## config.mk

```make
export PLATFORM = sky130hd
export DESIGN_NAME = stokes_weighted_combiner
export DESIGN_NICKNAME = d
export VERILOG_FILES = /design/src/hw/rtl/swc_pkg.sv /design/src/hw/rtl/swc_cfg.sv /design/src/hw/rtl/swc_front.sv /design/src/hw/rtl/swc_mult.sv /design/src/hw/rtl/swc_comb.sv /design/src/hw/rtl/stokes_weighted_combiner.sv
export VERILOG_INCLUDE_DIRS = /design/src /design/src/hw/rtl
export SDC_FILE = /design/constraint.sdc
export NUM_CORES = 2
export LEC_CHECK = 0
export BUFFER_PORTS_ARGS = -buffer_cell sky130_fd_sc_hd__buf_2
export CORE_MARGIN = 10
export CORE_UTILIZATION = 50
export CTS_BUF_LIST = sky130_fd_sc_hd__clkbuf_4 sky130_fd_sc_hd__clkbuf_8
export DETAILED_ROUTE_END_ITERATION = 7
export GPL_ROUTABILITY_DRIVEN = 0
export PLACE_DENSITY_LB_ADDON = 0.1
export SYNTH_ARGS = -nofsm -noshare
export SYNTH_HDL_FRONTEND = slang
export SYNTH_HIERARCHICAL = 1
export SYNTH_SLANG_ARGS = --single-unit
export TNS_END_PERCENT = 20
```

## constraint.sdc

```tcl
create_clock -name clk -period 7.05 [get_ports clk]
set_clock_uncertainty 0.1 [all_clocks]
set_input_delay 0.705 -clock clk [delete_from_list [all_inputs] [get_ports clk]]
set_output_delay 0.705 -clock clk [all_outputs]
set_load 0.05 [all_outputs]
```

## src/hw/rtl/assert_macros.svh

```systemverilog
// Assertion macros used by the top level of the weighted Stokes combiner.
`ifndef ASSERT_MACROS_SVH
`define ASSERT_MACROS_SVH

// Same-cycle implication, disabled while reset is asserted.
`define SWC_ASSERT_IMP(lbl, clk, rst_n, ante, cons, msg) \
  lbl: assert property (@(posedge clk) disable iff (!rst_n) (ante) |-> (cons)) \
    else $error(msg);

// Next-cycle implication, disabled while reset is asserted.
`define SWC_ASSERT_NXT(lbl, clk, rst_n, ante, cons, msg) \
  lbl: assert property (@(posedge clk) disable iff (!rst_n) (ante) |=> (cons)) \
    else $error(msg);

`endif

```

## src/hw/rtl/swc_pkg.sv

```systemverilog
// Package: types, codes and helpers for the weighted Stokes combiner.
`timescale 1ns / 1ps
package swc_pkg;

  // Defaults for the top-level parameters
  localparam int DEF_MAX_CHANNELS = 4096;
  localparam int DEF_MAX_POLS     = 4;

  // Register indexes
  localparam logic [2:0] REG_POL_COUNT  = 3'd0;
  localparam logic [2:0] REG_POL_TYPE_0 = 3'd1;
  localparam logic [2:0] REG_POL_TYPE_1 = 3'd2;
  localparam logic [2:0] REG_POL_TYPE_2 = 3'd3;
  localparam logic [2:0] REG_POL_TYPE_3 = 3'd4;
  localparam logic [2:0] REG_OUTPUT_POL = 3'd5;
  localparam logic [2:0] REG_START_CH   = 3'd6;
  localparam logic [2:0] REG_END_CH     = 3'd7;

  // Polarization codes
  localparam logic [3:0] POL_XX = 4'd0;
  localparam logic [3:0] POL_XY = 4'd1;
  localparam logic [3:0] POL_YX = 4'd2;
  localparam logic [3:0] POL_YY = 4'd3;
  localparam logic [3:0] POL_RR = 4'd4;
  localparam logic [3:0] POL_RL = 4'd5;
  localparam logic [3:0] POL_LR = 4'd6;
  localparam logic [3:0] POL_LL = 4'd7;
  localparam logic [3:0] POL_I  = 4'd8;
  localparam logic [3:0] POL_Q  = 4'd9;
  localparam logic [3:0] POL_U  = 4'd10;
  localparam logic [3:0] POL_V  = 4'd11;

  // Combine modes
  localparam logic [2:0] MODE_NONE = 3'd0;
  localparam logic [2:0] MODE_COPY = 3'd1;
  localparam logic [2:0] MODE_SUM  = 3'd2;
  localparam logic [2:0] MODE_DIFF = 3'd3;
  localparam logic [2:0] MODE_ROT  = 3'd4;

  // Result status codes
  localparam logic [1:0] ST_OK      = 2'd0;
  localparam logic [1:0] ST_FLAGGED = 2'd1;
  localparam logic [1:0] ST_NOFORM  = 2'd2;

  // Decoded configuration; the user keeps it static while items flow, the block does not enforce it
  typedef struct packed {
    logic [2:0]  n_active;
    logic [2:0]  mode;
    logic [1:0]  pa;
    logic [1:0]  pb;
    logic [11:0] start_ch;
    logic [12:0] end_ch;
  } cfg_t;

  // Per-beat control carried down the pipe
  typedef struct packed {
    logic        row_start;
    logic        flagged;
    logic [1:0]  pos;
    logic        emit;
    logic [11:0] ch;
  } ctl_t;

  // Registered input beat
  typedef struct packed {
    logic signed [15:0] s_real;
    logic signed [15:0] s_imag;
    logic [15:0]        weight;
    ctl_t               ctl;
  } beat_t;

  // Weighted product beat
  typedef struct packed {
    logic signed [31:0] p_real;
    logic signed [31:0] p_imag;
    ctl_t               ctl;
  } prod_t;

  // First active position holding a code: {found, position}
  function automatic logic [2:0] find_type(input logic [3:0][3:0] types,
                                           input logic [2:0] n_active,
                                           input logic [3:0] code);
    logic [2:0] res;
    res = 3'b000;
    for (int i = 3; i >= 0; i--) begin
      if ((3'(i) < n_active) && (types[i] == code)) begin
        res = {1'b1, 2'(i)};
      end
    end
    return res;
  endfunction

endpackage

```

## src/hw/rtl/swc_cfg.sv

```systemverilog
// Configuration registers, APB access and mode decode.
`timescale 1ns / 1ps
module swc_cfg #(
  parameter int MAX_POLS = 4
) (
  input  logic               clk,
  input  logic               rst_n,
  input  logic               psel,
  input  logic               penable,
  input  logic               pwrite,
  input  logic [4:0]         paddr,
  input  logic [31:0]        pwdata,
  output logic [31:0]        prdata,
  output logic               pready,
  output swc_pkg::cfg_t      cfg
);
  import swc_pkg::*;

  localparam logic [2:0] MaxPolsW = 3'(MAX_POLS);

  logic [2:0]       pol_count_r;
  logic [3:0][3:0]  pol_type_r;
  logic [3:0]       output_pol_r;
  logic [11:0]      start_ch_r;
  logic [12:0]      end_ch_r;
  logic [2:0]       n_act;
  logic [2:0]       mode;
  logic [1:0]       pa;
  logic [1:0]       pb;
  logic [2:0]       f_out, f_c1, f_c2, f_c3, f_c4;
  logic [3:0]       c1, c2, c3, c4;
  logic [2:0]       m1, m2;
  logic             wr_en;

  assign pready = 1'b1;
  assign wr_en  = psel && penable && pwrite;

  // Register writes
  always_ff @(posedge clk) begin
    if (!rst_n) begin
      pol_count_r  <= 3'd4;
      pol_type_r   <= {POL_YY, POL_YX, POL_XY, POL_XX};
      output_pol_r <= POL_I;
      start_ch_r   <= 12'd0;
      end_ch_r     <= 13'd4096;
    end else if (wr_en) begin
      case (paddr[4:2])
        REG_POL_COUNT:  pol_count_r   <= pwdata[2:0];
        REG_POL_TYPE_0: pol_type_r[0] <= pwdata[3:0];
        REG_POL_TYPE_1: pol_type_r[1] <= pwdata[3:0];
        REG_POL_TYPE_2: pol_type_r[2] <= pwdata[3:0];
        REG_POL_TYPE_3: pol_type_r[3] <= pwdata[3:0];
        REG_OUTPUT_POL: output_pol_r  <= pwdata[3:0];
        REG_START_CH:   start_ch_r    <= pwdata[11:0];
        REG_END_CH:     end_ch_r      <= pwdata[12:0];
        default: ;
      endcase
    end
  end

  // Read mux
  always_comb begin
    case (paddr[4:2])
      REG_POL_COUNT:  prdata = {29'd0, pol_count_r};
      REG_POL_TYPE_0: prdata = {28'd0, pol_type_r[0]};
      REG_POL_TYPE_1: prdata = {28'd0, pol_type_r[1]};
      REG_POL_TYPE_2: prdata = {28'd0, pol_type_r[2]};
      REG_POL_TYPE_3: prdata = {28'd0, pol_type_r[3]};
      REG_OUTPUT_POL: prdata = {28'd0, output_pol_r};
      REG_START_CH:   prdata = {20'd0, start_ch_r};
      REG_END_CH:     prdata = {19'd0, end_ch_r};
      default:        prdata = 32'd0;
    endcase
  end

  // Active product count, clamped
  always_comb begin
    if (pol_count_r == 3'd0) begin
      n_act = 3'd1;
    end else if (pol_count_r > MaxPolsW) begin
      n_act = MaxPolsW;
    end else begin
      n_act = pol_count_r;
    end
  end

  // Candidate pairs per requested Stokes output
  always_comb begin
    c1 = POL_XX; c2 = POL_YY; c3 = POL_RR; c4 = POL_LL;
    m1 = MODE_SUM; m2 = MODE_SUM;
    case (output_pol_r)
      POL_Q: begin
        c1 = POL_XX; c2 = POL_YY; c3 = POL_RL; c4 = POL_LR;
        m1 = MODE_DIFF; m2 = MODE_SUM;
      end
      POL_U: begin
        c1 = POL_XY; c2 = POL_YX; c3 = POL_RL; c4 = POL_LR;
        m1 = MODE_SUM; m2 = MODE_ROT;
      end
      POL_V: begin
        c1 = POL_XY; c2 = POL_YX; c3 = POL_RR; c4 = POL_LL;
        m1 = MODE_ROT; m2 = MODE_DIFF;
      end
      default: ;
    endcase
  end

  assign f_out = find_type(pol_type_r, n_act, output_pol_r);
  assign f_c1  = find_type(pol_type_r, n_act, c1);
  assign f_c2  = find_type(pol_type_r, n_act, c2);
  assign f_c3  = find_type(pol_type_r, n_act, c3);
  assign f_c4  = find_type(pol_type_r, n_act, c4);

  // Mode and operand positions; a failed pair search still moves pa
  always_comb begin
    mode = MODE_NONE;
    pa   = 2'd0;
    pb   = 2'd0;
    if (output_pol_r <= POL_V) begin
      if (f_out[2]) begin
        mode = MODE_COPY;
        pa   = f_out[1:0];
        pb   = f_out[1:0];
      end else if (output_pol_r >= POL_I) begin
        if (f_c1[2]) pa = f_c1[1:0];
        if (f_c1[2] && f_c2[2]) begin
          pb   = f_c2[1:0];
          mode = m1;
        end else begin
          if (f_c3[2]) pa = f_c3[1:0];
          if (f_c3[2] && f_c4[2]) begin
            pb   = f_c4[1:0];
            mode = m2;
          end
        end
      end
    end
  end

  assign cfg = '{n_active: n_act, mode: mode, pa: pa, pb: pb,
                 start_ch: start_ch_r, end_ch: end_ch_r};

endmodule

```

## src/hw/rtl/swc_front.sv

```systemverilog
// Input register with polarization position and channel tracking.
`timescale 1ns / 1ps
module swc_front #(
  parameter int MAX_CHANNELS = 4096
) (
  input  logic               clk,
  input  logic               rst_n,
  input  swc_pkg::cfg_t      cfg,
  input  logic               in_valid,
  output logic               in_stall,
  input  logic signed [15:0] in_sample_real,
  input  logic signed [15:0] in_sample_imag,
  input  logic [15:0]        in_weight,
  input  logic               in_flagged,
  input  logic               in_row_start,
  output logic               s1_valid,
  output swc_pkg::beat_t     s1_beat,
  input  logic               s1_take
);
  import swc_pkg::*;

  localparam int CH_W  = $clog2(MAX_CHANNELS + 1);
  localparam int CMP_W = (CH_W > 13) ? CH_W : 13;
  localparam logic [CH_W-1:0] MaxCh = CH_W'(MAX_CHANNELS);

  logic [1:0]       pos_r, pos_nxt;
  logic [CH_W-1:0]  ch_r, ch_nxt;
  logic [1:0]       pos_eff;
  logic [CH_W-1:0]  ch_eff;
  logic [CMP_W-1:0] ch_cmp;
  logic             last;
  logic             in_win;
  logic             ready1;
  logic             acc;
  logic             s1_valid_r;
  beat_t            s1_beat_r;

  assign ready1   = !s1_valid_r || s1_take;
  assign in_stall = !ready1;
  assign acc      = in_valid && ready1;

  // Row start restarts both counters before this beat
  assign pos_eff = in_row_start ? 2'd0 : pos_r;
  assign ch_eff  = in_row_start ? '0 : ch_r;
  assign last    = ({1'b0, pos_eff} + 3'd1) >= cfg.n_active;
  assign ch_cmp  = CMP_W'(ch_eff);
  assign in_win  = (ch_cmp >= CMP_W'(cfg.start_ch)) && (ch_cmp < CMP_W'(cfg.end_ch)) &&
                   (ch_eff < MaxCh);

  // Counter next state; channel count saturates
  always_comb begin
    pos_nxt = last ? 2'd0 : pos_eff + 2'd1;
    ch_nxt  = ch_eff;
    if (last && (ch_eff < MaxCh)) ch_nxt = ch_eff + 1'b1;
  end

  always_ff @(posedge clk) begin
    if (!rst_n) begin
      pos_r      <= 2'd0;
      ch_r       <= '0;
      s1_valid_r <= 1'b0;
    end else begin
      if (acc) begin
        pos_r <= pos_nxt;
        ch_r  <= ch_nxt;
      end
      if (ready1) s1_valid_r <= in_valid;
    end
  end

  // Input payload register
  always_ff @(posedge clk) begin
    if (acc) begin
      s1_beat_r.s_real        <= in_sample_real;
      s1_beat_r.s_imag        <= in_sample_imag;
      s1_beat_r.weight        <= in_weight;
      s1_beat_r.ctl.row_start <= in_row_start;
      s1_beat_r.ctl.flagged   <= in_flagged;
      s1_beat_r.ctl.pos       <= pos_eff;
      s1_beat_r.ctl.emit      <= last && in_win;
      s1_beat_r.ctl.ch        <= ch_cmp[11:0];
    end
  end

  assign s1_valid = s1_valid_r;
  assign s1_beat  = s1_beat_r;

endmodule

```

## src/hw/rtl/swc_mult.sv

```systemverilog
// Weight multiply stage: sample times weight, registered.
`timescale 1ns / 1ps
module swc_mult (
  input  logic            clk,
  input  logic            rst_n,
  input  logic            s1_valid,
  input  swc_pkg::beat_t  s1_beat,
  output logic            s1_take,
  output logic            s2_valid,
  output swc_pkg::prod_t  s2_prod,
  input  logic            s2_take
);
  import swc_pkg::*;

  logic               ready2;
  logic               s2_valid_r;
  prod_t              s2_prod_r;
  logic signed [32:0] m_real;
  logic signed [32:0] m_imag;

  assign ready2  = !s2_valid_r || s2_take;
  assign s1_take = ready2;

  // Signed Q1.15 times unsigned Q8.8, exact in 32 bits
  assign m_real = s1_beat.s_real * $signed({1'b0, s1_beat.weight});
  assign m_imag = s1_beat.s_imag * $signed({1'b0, s1_beat.weight});

  always_ff @(posedge clk) begin
    if (!rst_n) begin
      s2_valid_r <= 1'b0;
    end else if (ready2) begin
      s2_valid_r <= s1_valid;
    end
  end

  always_ff @(posedge clk) begin
    if (ready2 && s1_valid) begin
      s2_prod_r.p_real <= m_real[31:0];
      s2_prod_r.p_imag <= m_imag[31:0];
      s2_prod_r.ctl    <= s1_beat.ctl;
    end
  end

  assign s2_valid = s2_valid_r;
  assign s2_prod  = s2_prod_r;

endmodule

```

## src/hw/rtl/swc_comb.sv

```systemverilog
// Operand latches and Stokes combine into the result register.
`timescale 1ns / 1ps
module swc_comb (
  input  logic               clk,
  input  logic               rst_n,
  input  swc_pkg::cfg_t      cfg,
  input  logic               s2_valid,
  input  swc_pkg::prod_t     s2_prod,
  output logic               s2_take,
  output logic               out_valid,
  input  logic               out_stall,
  output logic signed [33:0] out_result_real,
  output logic signed [33:0] out_result_imag,
  output logic [11:0]        out_channel_index,
  output logic [1:0]         out_status
);
  import swc_pkg::*;

  logic signed [31:0] a_re_r, a_im_r, b_re_r, b_im_r;
  logic signed [31:0] a_re_nxt, a_im_nxt, b_re_nxt, b_im_nxt;
  logic [1:0]         bad_r, bad_nxt;
  logic signed [33:0] ar, ai, br, bi;
  logic signed [33:0] res_re, res_im;
  logic [1:0]         res_st;
  logic               rdy_out;
  logic               take;
  logic               out_valid_r;
  logic signed [33:0] res_re_r, res_im_r;
  logic [11:0]        ch_r;
  logic [1:0]         st_r;

  assign rdy_out = !out_valid_r || !out_stall;
  assign s2_take = rdy_out;
  assign take    = s2_valid && rdy_out;

  // Latch this beat's product at operand positions A and B
  always_comb begin
    a_re_nxt = a_re_r;
    a_im_nxt = a_im_r;
    b_re_nxt = b_re_r;
    b_im_nxt = b_im_r;
    bad_nxt  = s2_prod.ctl.row_start ? 2'b00 : bad_r;
    if (s2_prod.ctl.pos == cfg.pa) begin
      a_re_nxt   = s2_prod.p_real;
      a_im_nxt   = s2_prod.p_imag;
      bad_nxt[0] = s2_prod.ctl.flagged;
    end
    if (s2_prod.ctl.pos == cfg.pb) begin
      b_re_nxt   = s2_prod.p_real;
      b_im_nxt   = s2_prod.p_imag;
      bad_nxt[1] = s2_prod.ctl.flagged;
    end
  end

  assign ar = 34'(a_re_nxt);
  assign ai = 34'(a_im_nxt);
  assign br = 34'(b_re_nxt);
  assign bi = 34'(b_im_nxt);

  // Combine per mode; -i rotation maps (re, im) to (im, -re)
  always_comb begin
    res_re = '0;
    res_im = '0;
    res_st = ST_OK;
    if (cfg.mode == MODE_NONE) begin
      res_st = ST_NOFORM;
    end else if (cfg.mode == MODE_COPY) begin
      if (bad_nxt[0]) begin
        res_st = ST_FLAGGED;
      end else begin
        res_re = ar;
        res_im = ai;
      end
    end else if (bad_nxt != 2'b00) begin
      res_st = ST_FLAGGED;
    end else begin
      case (cfg.mode)
        MODE_SUM: begin
          res_re = ar + br;
          res_im = ai + bi;
        end
        MODE_DIFF: begin
          res_re = ar - br;
          res_im = ai - bi;
        end
        default: begin
          res_re = ai - bi;
          res_im = br - ar;
        end
      endcase
    end
  end

  always_ff @(posedge clk) begin
    if (!rst_n) begin
      a_re_r      <= '0;
      a_im_r      <= '0;
      b_re_r      <= '0;
      b_im_r      <= '0;
      bad_r       <= 2'b00;
      out_valid_r <= 1'b0;
    end else begin
      if (take) begin
        a_re_r <= a_re_nxt;
        a_im_r <= a_im_nxt;
        b_re_r <= b_re_nxt;
        b_im_r <= b_im_nxt;
        bad_r  <= bad_nxt;
      end
      if (rdy_out) out_valid_r <= s2_valid && s2_prod.ctl.emit;
    end
  end

  // Result payload register
  always_ff @(posedge clk) begin
    if (take && s2_prod.ctl.emit) begin
      res_re_r <= res_re;
      res_im_r <= res_im;
      ch_r     <= s2_prod.ctl.ch;
      st_r     <= res_st;
    end
  end

  assign out_valid         = out_valid_r;
  assign out_result_real   = res_re_r;
  assign out_result_imag   = res_im_r;
  assign out_channel_index = ch_r;
  assign out_status        = st_r;

endmodule

```

## src/hw/rtl/stokes_weighted_combiner.sv

```systemverilog
// Top level of the weighted correlation-to-Stokes combiner.
// Path: a channel's last input beat passes the input register, the weight-multiply register
//   and the result register before its result beat shows on out_valid.
// Throughput: one input beat per cycle; stall from the output ripples back through all stages.
// Reset (rst_n low, synchronous): registers return to defaults, counters and operand
//   latches clear, and the pipe empties.
`timescale 1ns / 1ps
`include "assert_macros.svh"
module stokes_weighted_combiner #(
  parameter int MAX_CHANNELS = swc_pkg::DEF_MAX_CHANNELS,
  parameter int MAX_POLS     = swc_pkg::DEF_MAX_POLS
) (
  input  logic               clk,
  input  logic               rst_n,
  input  logic               psel,
  input  logic               penable,
  input  logic               pwrite,
  input  logic [4:0]         paddr,
  input  logic [31:0]        pwdata,
  output logic [31:0]        prdata,
  output logic               pready,
  input  logic               in_valid,
  output logic               in_stall,
  input  logic signed [15:0] in_sample_real,
  input  logic signed [15:0] in_sample_imag,
  input  logic [15:0]        in_weight,
  input  logic               in_flagged,
  input  logic               in_row_start,
  output logic               out_valid,
  input  logic               out_stall,
  output logic signed [33:0] out_result_real,
  output logic signed [33:0] out_result_imag,
  output logic [11:0]        out_channel_index,
  output logic [1:0]         out_status
);
  import swc_pkg::*;

  cfg_t  cfg;
  logic  s1_valid, s1_take;
  beat_t s1_beat;
  logic  s2_valid, s2_take;
  prod_t s2_prod;

  // Register file and mode decode
  swc_cfg #(.MAX_POLS(MAX_POLS)) u_cfg (
    .clk(clk), .rst_n(rst_n),
    .psel(psel), .penable(penable), .pwrite(pwrite), .paddr(paddr),
    .pwdata(pwdata), .prdata(prdata), .pready(pready),
    .cfg(cfg)
  );

  // Position and channel tracking, input register
  swc_front #(.MAX_CHANNELS(MAX_CHANNELS)) u_front (
    .clk(clk), .rst_n(rst_n), .cfg(cfg),
    .in_valid(in_valid), .in_stall(in_stall),
    .in_sample_real(in_sample_real), .in_sample_imag(in_sample_imag),
    .in_weight(in_weight), .in_flagged(in_flagged), .in_row_start(in_row_start),
    .s1_valid(s1_valid), .s1_beat(s1_beat), .s1_take(s1_take)
  );

  // Weight multiply
  swc_mult u_mult (
    .clk(clk), .rst_n(rst_n),
    .s1_valid(s1_valid), .s1_beat(s1_beat), .s1_take(s1_take),
    .s2_valid(s2_valid), .s2_prod(s2_prod), .s2_take(s2_take)
  );

  // Operand latches and combine
  swc_comb u_comb (
    .clk(clk), .rst_n(rst_n), .cfg(cfg),
    .s2_valid(s2_valid), .s2_prod(s2_prod), .s2_take(s2_take),
    .out_valid(out_valid), .out_stall(out_stall),
    .out_result_real(out_result_real), .out_result_imag(out_result_imag),
    .out_channel_index(out_channel_index), .out_status(out_status)
  );

  // Checks
  `SWC_ASSERT_IMP(a_zero_on_error, clk, rst_n, out_valid && (out_status != ST_OK), (out_result_real == '0) && (out_result_imag == '0), "nonzero value on error status")
  `SWC_ASSERT_IMP(a_stall_only_full, clk, rst_n, in_stall, s1_valid && s2_valid && out_valid && out_stall, "input stalled with room in pipe")
  `SWC_ASSERT_NXT(a_out_drains, clk, rst_n, !s2_valid && !out_stall, !out_valid, "result beat without source")

endmodule

```

* Yosys cells after proc, flatten, opt, wreduce, memory -nomap -nowiden
Index checks and enable logic that the tools add are counted.
Word-level totals: logic and storage cells 215, register bits after elaboration 424, input bits 94, output and inout bits 117
Cells by class: reductions and logical operators 55, eq/ne operators 35, $lt $le $gt $ge 11, $mul 2, $add $sub $neg 8, muxes and demuxes 67
Operators with widths (number):
- case mux 32 bit (8 select lines) | 1
- two-way mux 34 bit | 6
- case mux 34 bit (2 select lines) | 2
- two-way mux 32 bit | 4
- subtractor 32 x 32 -> 33 bit | 3
- two-way mux 3 bit | 27
- adder 32 x 32 -> 33 bit | 2
- multiplier 16 x 17 -> 32 bit | 2
- logical AND 1 bit | 33
- equality test 4 x 3 -> 1 bit | 8
- two-way mux 2 bit | 15
- two-way mux 13 bit | 2
- equality test 4 x 1 -> 1 bit | 4
- equality test 4 x 2 -> 1 bit | 4
- equality test 4 bit | 4
- AND reduction 2 bit | 8
- adder 13 x 1 -> 13 bit, second input constant | 1
- >= comparator 13 x 12 -> 1 bit | 1
- < comparator 13 bit | 1
- < comparator 13 bit, second input constant | 1
- equality test 3 x 2 -> 1 bit, second input constant | 4
- equality test 3 bit, second input constant | 4
- equality test 4 bit, second input constant | 3
- case mux 3 bit (2 select lines) | 2
- other kinds (16) | 36

* Depth between registers and ports, before layout
depth in word-level cells 21, gate-level depth with buffers 30, mapped depth without buffers 28

* Modules after synthesis
The synthesis kept the hierarchy.
Modules (own cells, without submodules):
- swc_mult | sequential area each 2452.4 um2, area each 20204.4 um2, cells each 2143, times used 1
- swc_comb | sequential area each 5024.8 um2, area each 18167.4 um2, cells each 2180, times used 1
- swc_cfg | sequential area each 960.9 um2, area each 3651.0 um2, cells each 465, times used 1
- swc_front | sequential area each 2272.2 um2, area each 3470.8 um2, cells each 269, times used 1

* Least setup slack after synthesis
OpenSTA, ideal clock, no wires.
path kind register to register, start reg u_cfg.pol_count_r[1], end reg u_comb.res_re_r[31] (netlist: u_comb/out_result_real[31]) (data pin), data required time 6691 ps, cell stages (with the launch flop) 28, clock period less this slack 6825 ps, slack 225 ps, arrival time 6466 ps, setup time 259 ps, cells stage by stage dfxtp_1 > a21oi_2 > or4b_4 > o22ai_4 > a2bb2oi_4 > a21oi_1 > o31ai_1 > xor2_2 > nor2_1 > buf_6 > mux2i_4 > ha_1 > nand2_1 > or4_4 > a2111oi_4 > a21oi_1 > xnor2_1 > ha_1 > a21oi_1 > nor2b_1 > o21ai_0 > nand2b_1 > or3_1 > o31ai_1 > a21boi_1 > o41a_1 > a21o_1 > or2_1
RTL lines:
- from (decl) | line swc_cfg.sv:21 | logic [2:0] pol_count_r;
- from (signal assigned) | line swc_cfg.sv:48 | REG_POL_COUNT: pol_count_r <= pwdata[2:0];
- to (signal assigned) | line swc_comb.sv:117 | res_re_r <= res_re;
- to (decl) | line swc_comb.sv:28 | logic signed [33:0] res_re_r, res_im_r;

==> results_dict.tcl <==
set metrics [dict create \
    status "complete, no violations" \
    cts_max_level 3 \
    period_share 0.9654 \
    cts.sinks 422 \
    final_common_cell "inv_1" \
    async_flop_share 0 \
    ir_drop_uv 692.1 \
    rrSetupSlack_ns 0.24 \
    min_to "u_cfg/end_ch_r[12]" \
    ys.flop_type "edfxtp_1" \
    postLayoutCellArea_um2 50650 \
    post-place-ws_ns -0.006215 \
    fin_nets 6161 \
    worstMarginPinSlew_ns 1.199 \
    criticalPathCategory "reg2reg" \
    place_area_um2 48180 \
    max_stage_delay_ns 0.51 \
    cts.clk_slew.worst_paths_ns 0.06 \
    clk_path_buf_depth 3 \
    tns_ns 0 \
    routed_via_density 5.624 \
    syn_area_um2 45490 \
    drive_above_1_share 0.1193 \
    num_rows 110 \
    r2r_end "u_comb/out_result_real[31]" \
    synth_seq_cells 422 \
    synth.avg_cell_area_um2 8.996 \
    die_area_um2 103500 \
    cp.required_ns 7.44 \
    cts_root_buffer "clkbuf_8" \
    slew_viol_final 0 \
    min_from "pwdata[12]" \
    area_growth_pct 11.33 \
    wl_mm 130.7 \
    synth-edff-count 226 \
    crit-reg2reg-launch "u_cfg/output_pol_r[2]" \
    hp-class "in2reg" \
    end_kind "flip-flop" \
    clock_latency_ns 0.73 \
    track_usage 0.2489 \
    ant_nets 0 \
    numCtsBuffers 77 \
    synth.distinct_cells 122 \
    r2r_cells 26 \
    grt_overflow_total 0 \
    initial_core_util 0.5046 \
    antenna_found_initial 4 \
    cts_tree "done" \
    holdWs_ns 0.09372 \
    drtIter0Drc 2750 \
    fmax_ghz 0.1469 \
    wl_per_cell_um 20.01 \
    total_power_mw 22.86 \
    setup_viol 0 \
    hold_viol 0 \
    die_w_um 321.6 \
    drc 0 \
    hpwl_mm 99.89 \
    grt_start_max_net_pins 99 \
    crit_arrival_ns 7.20 \
    die_h_um 321.6 \
    cellPowerDensity_nw_per_um2 451.5 \
    slowest_stage "a2111oi_4" \
    grt_pass1_wl_mm 205.2 \
    cellLeakagePower_nw 24.50 \
    port_buffers 169 \
    via_count 36730 \
    start_kind "flip-flop" \
    post-route-min-period_ns 6.806 \
    slew_headroom 0.1990 \
    io_pins 211 \
    critPathMaxFanout 7 \
    finalWorstSetupSlack_ns 0.2441 \
    grt_pass1_vias 36600 \
    first_pass_iters 6 \
    maxCapViolCount 0 \
    synth_cells 5057 \
    min_path_cells 3 \
    ys_warn_count 6 \
    core-area_um2 90150 \
    final_cell_mix "679 x inv_1, 607 x nand2_1, 392 x fa_1, 385 x ha_1, 254 x and2_1" \
    synth-seq-area-share 0.2354 \
]
layer usage:
metal  track usage  share of wire  up-vias
met4        0.1044          0.044        0
li1              -              -    17460
met2        0.3899           0.44     1156
met5             0              0        -
met3       0.03767          0.062      236
met1        0.3401           0.45    17880
final cells by class:
class	instances	area [um2]
fill	8189	39500
tap	1176	1471
timing repair buffer	416	2957
multi-input combinational	3686	31220
clock buffer	101	1277
sequential	422	10730
antenna	1	2.502
inverter	687	2581
clock inverter	43	406.6
cells in the mapped netlist (all sizes together) (24+ instances only):
cell type / number / area share
o21bai: 24 / 0.0040
mux2i: 156 / 0.035
nor3b: 26 / 0.0043
a21boi: 41 / 0.0068
o22ai: 32 / 0.0050
nor2: 228 / 0.019
o211a: 117 / 0.026
nand2: 607 / 0.050
and2: 257 / 0.035
xnor2: 165 / 0.032
clkbuf: 200 / 0.018
fa: 392 / 0.17
a211oi: 32 / 0.0055
a21oi: 245 / 0.028
nand3: 70 / 0.0077
ha: 385 / 0.11
buf: 80 / 0.010
nor2b: 65 / 0.0089
inv: 684 / 0.056
nand2b: 53 / 0.0075
edfxtp: 226 / 0.15
a21o: 71 / 0.012
nor3: 61 / 0.0067
dfxtp: 196 / 0.086
nor4: 28 / 0.0046
a31oi: 27 / 0.0045
nand4: 30 / 0.0041
xor2: 63 / 0.012
o21ai: 167 / 0.019
worst max-delay path by stage:
stage                                     start                         end  slack (ns)
after floorplan            u_cfg/pol_count_r[1]  u_comb/out_result_real[31]        0.22
after global placement     u_cfg/pol_count_r[2]  u_comb/out_result_real[31]       0.006
after detailed placement  u_cfg/output_pol_r[1]  u_comb/out_result_real[31]      -0.006
after CTS                 u_cfg/output_pol_r[1]  u_comb/out_result_real[28]       -0.02
after global routing       u_cfg/pol_type_r[10]  u_comb/out_result_real[31]       -0.06
final                     u_cfg/output_pol_r[2]  u_comb/out_result_real[31]        0.24
critical path: cells and delay by family (launching register included):
| kind | cells | cell delay, ns |
|---|---|---|
| compound gates | 11 | 2.77 |
| mux | 1 | 0.26 |
| simple gates | 8 | 1.94 |
| xor+xnor | 3 | 0.40 |
| fa+ha+maj | 2 | 0.55 |
| buf+inv | 1 | 0.17 |
| flops | 1 | 0.36 |
timing repair:
action                                  CTS  global route
setup buffers                             0            11
hold buffers                             47             0
endpoints found under the setup margin    3            32
pin swaps                                 0            13
resized for setup                         4            46
endpoints found under the hold margin    47             0
metrics by stage:
stage | util | cells
global route | 0.5618 | 6532
CTS | 0.5586 | 6520
detailed placement | 0.5344 | 6329
finish | 0.5618 | 6532
global placement | 0.5344 | 6329
floorplan | - | 5075
state kept, by name, summed over array words and instances (netlist names), 13 cells and up:
name / flops
u_cfg/end_ch_r: 13
u_cfg/pol_type_r: 16
u_comb/a_im_r: 32
u_comb/a_re_r: 32
u_comb/b_im_r: 32
u_comb/b_re_r: 32
u_comb/out_result_imag: 33
u_comb/out_result_real: 33
u_front/ch_r: 13
u_front/s1_beat: 65
u_mult/s2_prod: 81
cell families (layout without fill, tap and decap cells):
group,count (synthesis),count (layout),synth area share
buffers and inverters,967,1247,0.08501
flip-flops,422,422,0.2354
AND/OR/NAND/NOR,1512,1512,0.1634
XOR/XNOR,228,228,0.04422
multiplexers,177,177,0.04054
adder cells (fa/ha/maj),778,778,0.2786
other,2,21,0.0001651
AO/OA/AOI/OAI,971,971,0.1526
where the power goes:
part           leakage [nW]  internal (mW)  total [mW]  switching, mW
Clock                 0.885           1.43        2.58           1.15
Combinational          19.9           6.62        16.5           9.86
Sequential             3.74           3.47        3.81          0.349
Total                  24.5           11.5        22.9           11.4
No activity file was read; power rests on OpenSTA's default activity.
